### config.mk
export PLATFORM = sky130hd
export DESIGN_NAME = elgamal_decrypt_unit
export DESIGN_NICKNAME = d
export VERILOG_FILES = /design/src/rtl/core/edec_pkg.sv /design/src/rtl/core/edec_modmul.sv /design/src/rtl/core/edec_datapath.sv /design/src/rtl/core/edec_ctrl.sv /design/src/rtl/core/elgamal_decrypt_unit.sv
export VERILOG_INCLUDE_DIRS = /design/src /design/src/rtl/core
export SDC_FILE = /design/constraint.sdc
export NUM_CORES = 1
export LEC_CHECK = 0
export ABC_AREA = 1
export BUFFER_PORTS_ARGS = -buffer_cell sky130_fd_sc_hd__buf_2
export CORE_MARGIN = 3
export CORE_UTILIZATION = 40
export DETAILED_ROUTE_END_ITERATION = 8
export GPL_TIMING_DRIVEN = 0
export SLEW_MARGIN = 20
export SYNTH_ARGS = -nofsm -noshare
export SYNTH_HDL_FRONTEND = slang
export SYNTH_SLANG_ARGS = --single-unit
### constraint.sdc
create_clock -name clk -period 14.29 [get_ports clk]
set_input_delay 2.858 -clock clk [delete_from_list [all_inputs] [get_ports clk]]
set_output_delay 2.858 -clock clk [all_outputs]
set_load 0.02 [all_outputs]
### src/rtl/core/assert_macros.svh
// assertion macros used by the rtl top level
`ifndef ASSERT_MACROS_SVH
`define ASSERT_MACROS_SVH

// same-cycle implication, checked on every rising clock edge outside reset
`define ASSERT_SAME(label, ante, cons) \
    label: assert property (@(posedge clk) disable iff (!rst_n) (ante) |-> (cons)) \
        else $error("assertion failed: same-cycle check");

// next-cycle implication, checked on every rising clock edge outside reset
`define ASSERT_NEXT(label, ante, cons) \
    label: assert property (@(posedge clk) disable iff (!rst_n) (ante) |=> (cons)) \
        else $error("assertion failed: next-cycle check");

`endif

### src/rtl/core/edec_pkg.sv
// package with types, constants and codes of the elgamal decrypt unit
package edec_pkg;

    // datapath width and multiplier bit counter width
    localparam int WIDTH = 32;
    localparam int CNT_W = $clog2(WIDTH);

    // configuration register indexes
    localparam int CFG_IDX_W = 1;
    localparam logic [CFG_IDX_W-1:0] CFG_MODULUS  = 1'd0;
    localparam logic [CFG_IDX_W-1:0] CFG_PRIV_EXP = 1'd1;

    // multiplier operand selection and write-back codes
    localparam logic [1:0] MUL_RED = 2'd0;   // 1 * a, reduces a below p
    localparam logic [1:0] MUL_ACC = 2'd1;   // acc * sq
    localparam logic [1:0] MUL_SQ  = 2'd2;   // sq * sq
    localparam logic [1:0] MUL_FIN = 2'd3;   // s_inv * b

    // input word
    typedef struct packed {
        logic [31:0] cipher_a;
        logic [31:0] cipher_b;
    } in_word_t;

    // output word
    typedef struct packed {
        logic [31:0] plain_value;
        logic [7:0]  plain_byte;
    } out_word_t;

    // commands from controller to datapath
    typedef struct packed {
        logic       load;
        logic       mul_start;
        logic [1:0] sel;
        logic       mul_wb;
        logic       exp_shift;
        logic       phase2;
        logic       out_load;
    } cmd_t;

    // status from datapath to controller
    typedef struct packed {
        logic mul_busy;
        logic mul_done;
        logic exp_zero;
        logic exp_lsb;
        logic exp_upper_zero;
        logic p_small;
    } stat_t;

endpackage

### src/rtl/core/edec_modmul.sv
// serial shift-add modular multiplier, one multiplier bit per cycle
module edec_modmul (
    input  logic                      clk,
    input  logic                      rst_n,
    input  logic                      start,
    input  logic [edec_pkg::WIDTH-1:0] u,
    input  logic [edec_pkg::WIDTH-1:0] v,
    input  logic [edec_pkg::WIDTH-1:0] p,
    output logic                      busy,
    output logic                      done,
    output logic [edec_pkg::WIDTH-1:0] result
);

    localparam int W = edec_pkg::WIDTH;

    logic              busy_reg, busy_next;
    logic              done_reg, done_next;
    logic [edec_pkg::CNT_W-1:0] cnt_reg, cnt_next;
    logic [W-1:0]      acc_reg, acc_next;
    logic [W-1:0]      u_reg;
    logic [W-1:0]      v_reg;

    logic [W:0] dbl;
    logic [W:0] red1;
    logic [W:0] addend;
    logic [W:0] sum;
    logic [W:0] red2;

    // one step: acc = 2*acc mod p, then add u mod p when the current bit is set
    always_comb
    begin
        dbl    = {acc_reg, 1'b0};
        red1   = (dbl >= {1'b0, p}) ? (dbl - {1'b0, p}) : dbl;
        addend = v_reg[W-1] ? {1'b0, u_reg} : '0;
        sum    = red1 + addend;
        red2   = (sum >= {1'b0, p}) ? (sum - {1'b0, p}) : sum;
    end

    // control next state
    always_comb
    begin
        busy_next = busy_reg;
        done_next = 1'b0;
        cnt_next  = cnt_reg;
        if (start)
        begin
            busy_next = 1'b1;
            cnt_next  = '0;
        end
        else if (busy_reg)
        begin
            cnt_next = cnt_reg + 1'b1;
            if (cnt_reg == edec_pkg::CNT_W'(W - 1))
            begin
                busy_next = 1'b0;
                done_next = 1'b1;
            end
        end
    end

    // accumulator next value
    always_comb
    begin
        acc_next = acc_reg;
        if (start)
            acc_next = '0;
        else if (busy_reg)
            acc_next = red2[W-1:0];
    end

    // control registers
    always_ff @(posedge clk or negedge rst_n)
    begin
        if (!rst_n)
        begin
            busy_reg <= 1'b0;
            done_reg <= 1'b0;
            cnt_reg  <= '0;
        end
        else
        begin
            busy_reg <= busy_next;
            done_reg <= done_next;
            cnt_reg  <= cnt_next;
        end
    end

    // operand and accumulator registers
    always_ff @(posedge clk)
    begin
        acc_reg <= acc_next;
        if (start)
        begin
            u_reg <= u;
            v_reg <= v;
        end
        else if (busy_reg)
        begin
            v_reg <= {v_reg[W-2:0], 1'b0};
        end
    end

    assign busy   = busy_reg;
    assign done   = done_reg;
    assign result = acc_reg;

endmodule

### src/rtl/core/edec_datapath.sv
// datapath: configuration, operand registers, multiplier and output register
module edec_datapath (
    input  logic                               clk,
    input  logic                               rst_n,
    input  logic                               cfg_we,
    input  logic [edec_pkg::CFG_IDX_W-1:0]     cfg_index,
    input  logic [31:0]                        cfg_data,
    input  edec_pkg::in_word_t                 in_data,
    input  edec_pkg::cmd_t                     cmd,
    output edec_pkg::stat_t                    stat,
    output edec_pkg::out_word_t                out_data
);

    localparam int W = edec_pkg::WIDTH;

    logic [W-1:0] modulus_reg;
    logic [W-1:0] priv_exp_reg;
    logic [W-1:0] a_reg;
    logic [W-1:0] b_reg;
    logic [W-1:0] acc_reg;
    logic [W-1:0] sq_reg;
    logic [W-1:0] exp_reg;
    logic [W-1:0] out_reg;

    logic [W-1:0] mul_u;
    logic [W-1:0] mul_v;
    logic [W-1:0] mul_res;
    logic         mul_busy;
    logic         mul_done;
    logic         p_small;

    assign p_small = (modulus_reg < W'(2));

    // configuration registers
    always_ff @(posedge clk or negedge rst_n)
    begin
        if (!rst_n)
        begin
            modulus_reg  <= W'(3);
            priv_exp_reg <= '0;
        end
        else if (cfg_we)
        begin
            unique case (cfg_index)
                edec_pkg::CFG_MODULUS:  modulus_reg  <= cfg_data[W-1:0];
                edec_pkg::CFG_PRIV_EXP: priv_exp_reg <= cfg_data[W-1:0];
                default: ;
            endcase
        end
    end

    // multiplier operand selection
    always_comb
    begin
        unique case (cmd.sel)
            edec_pkg::MUL_RED:
            begin
                mul_u = W'(1);
                mul_v = a_reg;
            end
            edec_pkg::MUL_ACC:
            begin
                mul_u = acc_reg;
                mul_v = sq_reg;
            end
            edec_pkg::MUL_SQ:
            begin
                mul_u = sq_reg;
                mul_v = sq_reg;
            end
            default:
            begin
                mul_u = acc_reg;
                mul_v = b_reg;
            end
        endcase
    end

    edec_modmul u_modmul (
        .clk    (clk),
        .rst_n  (rst_n),
        .start  (cmd.mul_start),
        .u      (mul_u),
        .v      (mul_v),
        .p      (modulus_reg),
        .busy   (mul_busy),
        .done   (mul_done),
        .result (mul_res)
    );

    // working registers
    always_ff @(posedge clk)
    begin
        if (cmd.load)
        begin
            a_reg   <= in_data.cipher_a;
            b_reg   <= in_data.cipher_b;
            exp_reg <= priv_exp_reg;
            acc_reg <= p_small ? '0 : W'(1);
        end
        else if (cmd.phase2)
        begin
            sq_reg  <= acc_reg;
            acc_reg <= W'(1);
            exp_reg <= modulus_reg - W'(2);
        end
        else
        begin
            if (cmd.mul_wb)
            begin
                unique case (cmd.sel)
                    edec_pkg::MUL_RED: sq_reg  <= mul_res;
                    edec_pkg::MUL_ACC: acc_reg <= mul_res;
                    edec_pkg::MUL_SQ:  sq_reg  <= mul_res;
                    default:           acc_reg <= mul_res;
                endcase
            end
            if (cmd.exp_shift)
                exp_reg <= {1'b0, exp_reg[W-1:1]};
        end
    end

    // output register
    always_ff @(posedge clk)
    begin
        if (cmd.out_load)
            out_reg <= acc_reg;
    end

    assign out_data.plain_value = 32'(out_reg);
    assign out_data.plain_byte  = out_reg[7:0];

    // status to the controller
    assign stat.mul_busy       = mul_busy;
    assign stat.mul_done       = mul_done;
    assign stat.exp_zero       = (exp_reg == '0);
    assign stat.exp_lsb        = exp_reg[0];
    assign stat.exp_upper_zero = (exp_reg[W-1:1] == '0);
    assign stat.p_small        = p_small;

endmodule

### src/rtl/core/edec_ctrl.sv
// controller state machine sequencing the two exponentiations and the final product
module edec_ctrl (
    input  logic             clk,
    input  logic             rst_n,
    input  logic             in_valid,
    output logic             in_ready,
    output logic             out_valid,
    input  logic             out_ready,
    input  edec_pkg::stat_t  stat,
    output edec_pkg::cmd_t   cmd
);

    localparam logic [2:0] S_IDLE  = 3'd0;
    localparam logic [2:0] S_START = 3'd1;
    localparam logic [2:0] S_WAIT  = 3'd2;
    localparam logic [2:0] S_CHECK = 3'd3;
    localparam logic [2:0] S_DONE  = 3'd4;

    logic [2:0] state_reg, state_next;
    logic [1:0] sel_reg, sel_next;
    logic       phase_reg, phase_next;
    logic       out_valid_reg, out_valid_next;

    // next state and commands
    always_comb
    begin
        state_next     = state_reg;
        sel_next       = sel_reg;
        phase_next     = phase_reg;
        out_valid_next = out_valid_reg;
        cmd            = '0;
        cmd.sel        = sel_reg;

        if (out_valid_reg && out_ready)
            out_valid_next = 1'b0;

        unique case (state_reg)
            S_IDLE:
            begin
                if (in_valid)
                begin
                    cmd.load   = 1'b1;
                    phase_next = 1'b0;
                    if (stat.p_small)
                        state_next = S_DONE;
                    else
                    begin
                        sel_next   = edec_pkg::MUL_RED;
                        state_next = S_START;
                    end
                end
            end
            S_START:
            begin
                cmd.mul_start = 1'b1;
                state_next    = S_WAIT;
            end
            S_WAIT:
            begin
                if (stat.mul_done)
                begin
                    cmd.mul_wb = 1'b1;
                    unique case (sel_reg)
                        edec_pkg::MUL_RED: state_next = S_CHECK;
                        edec_pkg::MUL_SQ:  state_next = S_CHECK;
                        edec_pkg::MUL_ACC:
                        begin
                            // skip the square once the exponent runs out
                            cmd.exp_shift = 1'b1;
                            if (stat.exp_upper_zero)
                                state_next = S_CHECK;
                            else
                            begin
                                sel_next   = edec_pkg::MUL_SQ;
                                state_next = S_START;
                            end
                        end
                        default: state_next = S_DONE;
                    endcase
                end
            end
            S_CHECK:
            begin
                if (stat.exp_zero)
                begin
                    if (!phase_reg)
                    begin
                        // shared secret done: start the inverse exponentiation
                        cmd.phase2 = 1'b1;
                        phase_next = 1'b1;
                    end
                    else
                    begin
                        sel_next   = edec_pkg::MUL_FIN;
                        state_next = S_START;
                    end
                end
                else if (stat.exp_lsb)
                begin
                    sel_next   = edec_pkg::MUL_ACC;
                    state_next = S_START;
                end
                else
                begin
                    cmd.exp_shift = 1'b1;
                    sel_next      = edec_pkg::MUL_SQ;
                    state_next    = S_START;
                end
            end
            S_DONE:
            begin
                // hand the word over once the output register is free
                if (!out_valid_reg || out_ready)
                begin
                    cmd.out_load   = 1'b1;
                    out_valid_next = 1'b1;
                    state_next     = S_IDLE;
                end
            end
            default: state_next = S_IDLE;
        endcase
    end

    // state registers
    always_ff @(posedge clk or negedge rst_n)
    begin
        if (!rst_n)
        begin
            state_reg     <= S_IDLE;
            sel_reg       <= edec_pkg::MUL_RED;
            phase_reg     <= 1'b0;
            out_valid_reg <= 1'b0;
        end
        else
        begin
            state_reg     <= state_next;
            sel_reg       <= sel_next;
            phase_reg     <= phase_next;
            out_valid_reg <= out_valid_next;
        end
    end

    assign in_ready  = (state_reg == S_IDLE);
    assign out_valid = out_valid_reg;

endmodule

### src/rtl/core/elgamal_decrypt_unit.sv
// top level of the elgamal decrypt unit
// Decrypts one ciphertext word (cipher_a, cipher_b) at a time with the modulus p
// and private exponent x from the configuration registers: s = a^x mod p,
// s_inv = s^(p-2) mod p, plain_value = b * s_inv mod p, plain_byte its low
// eight bits; a modulus below two gives zero. All products go through one
// serial modular multiplier, one product after another; the two exponentiations
// are square-and-multiply passes over the bits of x and of p-2, and the words
// are processed one at a time. A finished word waits in the output register
// while the next one is accepted and worked on.
module elgamal_decrypt_unit (
    input  logic                           clk,
    input  logic                           rst_n,
    input  logic                           in_valid,
    output logic                           in_ready,
    input  edec_pkg::in_word_t             in_data,
    output logic                           out_valid,
    input  logic                           out_ready,
    output edec_pkg::out_word_t            out_data,
    input  logic                           cfg_we,
    input  logic [edec_pkg::CFG_IDX_W-1:0] cfg_index,
    input  logic [31:0]                    cfg_data
);

    edec_pkg::cmd_t  cmd;
    edec_pkg::stat_t stat;

    edec_ctrl u_ctrl (
        .clk       (clk),
        .rst_n     (rst_n),
        .in_valid  (in_valid),
        .in_ready  (in_ready),
        .out_valid (out_valid),
        .out_ready (out_ready),
        .stat      (stat),
        .cmd       (cmd)
    );

    edec_datapath u_datapath (
        .clk       (clk),
        .rst_n     (rst_n),
        .cfg_we    (cfg_we),
        .cfg_index (cfg_index),
        .cfg_data  (cfg_data),
        .in_data   (in_data),
        .cmd       (cmd),
        .stat      (stat),
        .out_data  (out_data)
    );

    // checks
`include "assert_macros.svh"

    `ASSERT_NEXT(a_one_word_at_a_time, in_valid && in_ready, !in_ready)
    `ASSERT_SAME(a_mul_start_when_free, cmd.mul_start, !stat.mul_busy)
    `ASSERT_SAME(a_idle_mul_quiet, in_ready, !stat.mul_busy && !cmd.mul_start)

endmodule

==> flow_summary.json <==
{
  "hold_viol_final": 0,
  "slowest_stage": "nor4_1",
  "finalWeightedCongestion": 0.955,
  "postCtsResizedCells": 0,
  "final-setup-viol-count": 0,
  "coreArea_um2": 54100,
  "netlist.area_leader.share_pct": 35.0,
  "syn_nets": 2883,
  "place_ws_ns": 6.96,
  "cts_tree": "done",
  "drv_cap": 0,
  "antenna_found_initial": 0,
  "drc": 0,
  "crit_type": "reg2reg",
  "slew_violations": 0,
  "synthTopCellsByArea": "edfxtp_1 (35%), nand2_1 (12%), dfrtp_1 (8.7%)",
  "drive_gt1_share_pct": 9.46,
  "hp-class": "reg2reg",
  "die_w_um": 240,
  "grt_pass1_vias": 19100,
  "clk_pin_slew_ns": 0.06,
  "grt_max_degree": 53,
  "clk-insertion-delay-late_ns": 0.59,
  "worst_setup_path_start_kind": "flip-flop",
  "setup_ws_ns": 6.96,
  "place_area_um2": 23800,
  "tightest_slew_ns": 1.02,
  "start_util_pct": 40.6,
  "firstDrtPassIters": 5,
  "path_max_fanout": 10,
  "skew_ns": 0.0276,
  "setup_tns_ns": 0,
  "synthArstFlopShare_pct": 21.3,
  "synth-seq-cells": 366,
  "wl_per_cell_um": 19.9,
  "fin_nets": 3082,
  "post-route-min-period_ns": 7.33,
  "num_io_pins": 144,
  "cts-htree-levels": 2,
  "synth_top_area_cell": "edfxtp_1",
  "max_freq_mhz": 136,
  "grt_first_pass_wirelength_um": 109000,
  "syn-instance-count": 2675,
  "port_buffers": 143,
  "hold_buffers": 0,
  "critPathCaptureType": "flip-flop",
  "postSynthAreaPerCell_um2": 8.22,
  "ys_types": 54,
  "numClockSinks": 366,
  "relSlewSlack_pct": 31.5,
  "ys.flop_type": "edfxtp_1",
  "grt_remaining_overflow": 0,
  "rsz0062_at_grt": "false",
  "final_common_cell": "nand2_1",
  "fp.dieH_um": 240,
  "clk_root_buffer_cell": "clkbuf_16",
  "finalCritPeriodShare_pct": 51.3,
  "numCtsBuffers": 44,
  "vias_per_cell": 5.28,
  "syn_area_um2": 22000,
  "design_area_um2": 25300,
  "ant_nets": 0,
  "worstPathRequired_ns": 14.75,
  "finalWirelength_um": 71600,
  "max_stage_delay_ns": 0.85,
  "syn_to_final_growth_pct": 15.0,
  "row_count": 85,
  "grtUsageTotal_pct": 24.7,
  "worst_path_most_repeated_cell": "nand2_1",
  "dieArea_um2": 57800,
  "cts_max_path_buffers": 3,
  "synth-edff-count": 256,
  "drtIter0Drc": 1323,
  "via_count": 19000,
  "final_cell_mix": "nand2_1 (678), inv_1 (395), edfxtp_1 (256), nor2_1 (220), o21ai_0 (216)",
  "diodes": 0,
  "cp.arrival_ns": 7.79,
  "yosys_warnings": 0,
  "final_core_util_pct": 46.7,
  "synth-seq-area-share_pct": 46.8,
  "hpwl_um": 58600,
  "post-cts-setup-buffers": 0,
  "status": "finished clean"
}
==> routing by layer <==
metal | global-route usage, % | up-vias | routed length (µm)
met5 | 0 | - | 0
li1 | - | 9368 | -
met3 | 2.65 | 129 | 3160
met1 | 31.0 | 8997 | 31000
met4 | 8.62 | 0 | 2490
met2 | 43.9 | 531 | 35000
==> cells in the mapped netlist, drive strengths merged (32+ instances only) <==
cell type  number
dfrtp          76
nand3          93
ha            103
nor2          221
xor2           66
a21oi         121
o21ai         223
edfxtp        256
nand4          57
a221oi         32
clkbuf         67
nand2         682
dfxtp          32
inv           396
==> final cells by class <==
class,instances,area [µm²]
Timing Repair Buffer,153,913
Buffer,96,444
Clock buffer,55,1170
Fill cell,5403,28800
Inverter,398,1490
Clock inverter,25,282
Sequential cell,366,10300
Multi-Input combinational cell,1815,9820
Tap cell,696,871
==> logic make-up (layout without fill, tap and decap cells) <==
family | after synthesis | in the layout | synth area share [%]
AOI/OAI and AO/OA | 502 | 502 | 13.5
adders and majority gates | 106 | 106 | 6.13
and+or+nand+nor | 1116 | 1116 | 21.2
xor gates and xnor gates | 91 | 91 | 3.63
buffers and inverters | 494 | 727 | 8.80
DFF | 366 | 366 | 46.8
==> worst max-delay path: cells and delay by family (launching register included) <==
kind / cells / cell delay (ns)
flops: 1 / 0.43
simple gates: 20 / 3.29
xor+xnor: 1 / 0.39
compound gates: 3 / 0.47
buf+inv: 9 / 1.51
fa+ha+maj: 3 / 1.12
==> worst paths after layout <==
kind	slack [ns]	start	depth (start not counted)	to
min in group asynchronous	2.20	rst_n	1	u_datapath.modulus_reg[20]
max	6.96	u_datapath.modulus_reg[8]	36	u_datapath.u_modmul.result[26]
min	0.45	u_datapath.acc_reg[4]	0	u_datapath.out_reg[4]
max reg2reg	6.96	u_datapath.modulus_reg[8]	36	u_datapath.u_modmul.result[26]
min reg2reg	0.45	u_datapath.acc_reg[4]	0	u_datapath.out_reg[4]
max in group asynchronous	11.44	rst_n	2	u_datapath.modulus_reg[1]
==> through the flow <==
stage / cells / hold slack (ns)
global route: 3604 / 0.459
floorplan: 2675 / 0.426
finish: 3604 / 0.446
CTS: 3604 / 0.446
detailed placement: 3524 / 0.432
global placement: 3514 / 0.435
Power is left out: the tool's default activity adds up to more than one toggle a clock period on the data nets, which glitch-free logic cannot reach.
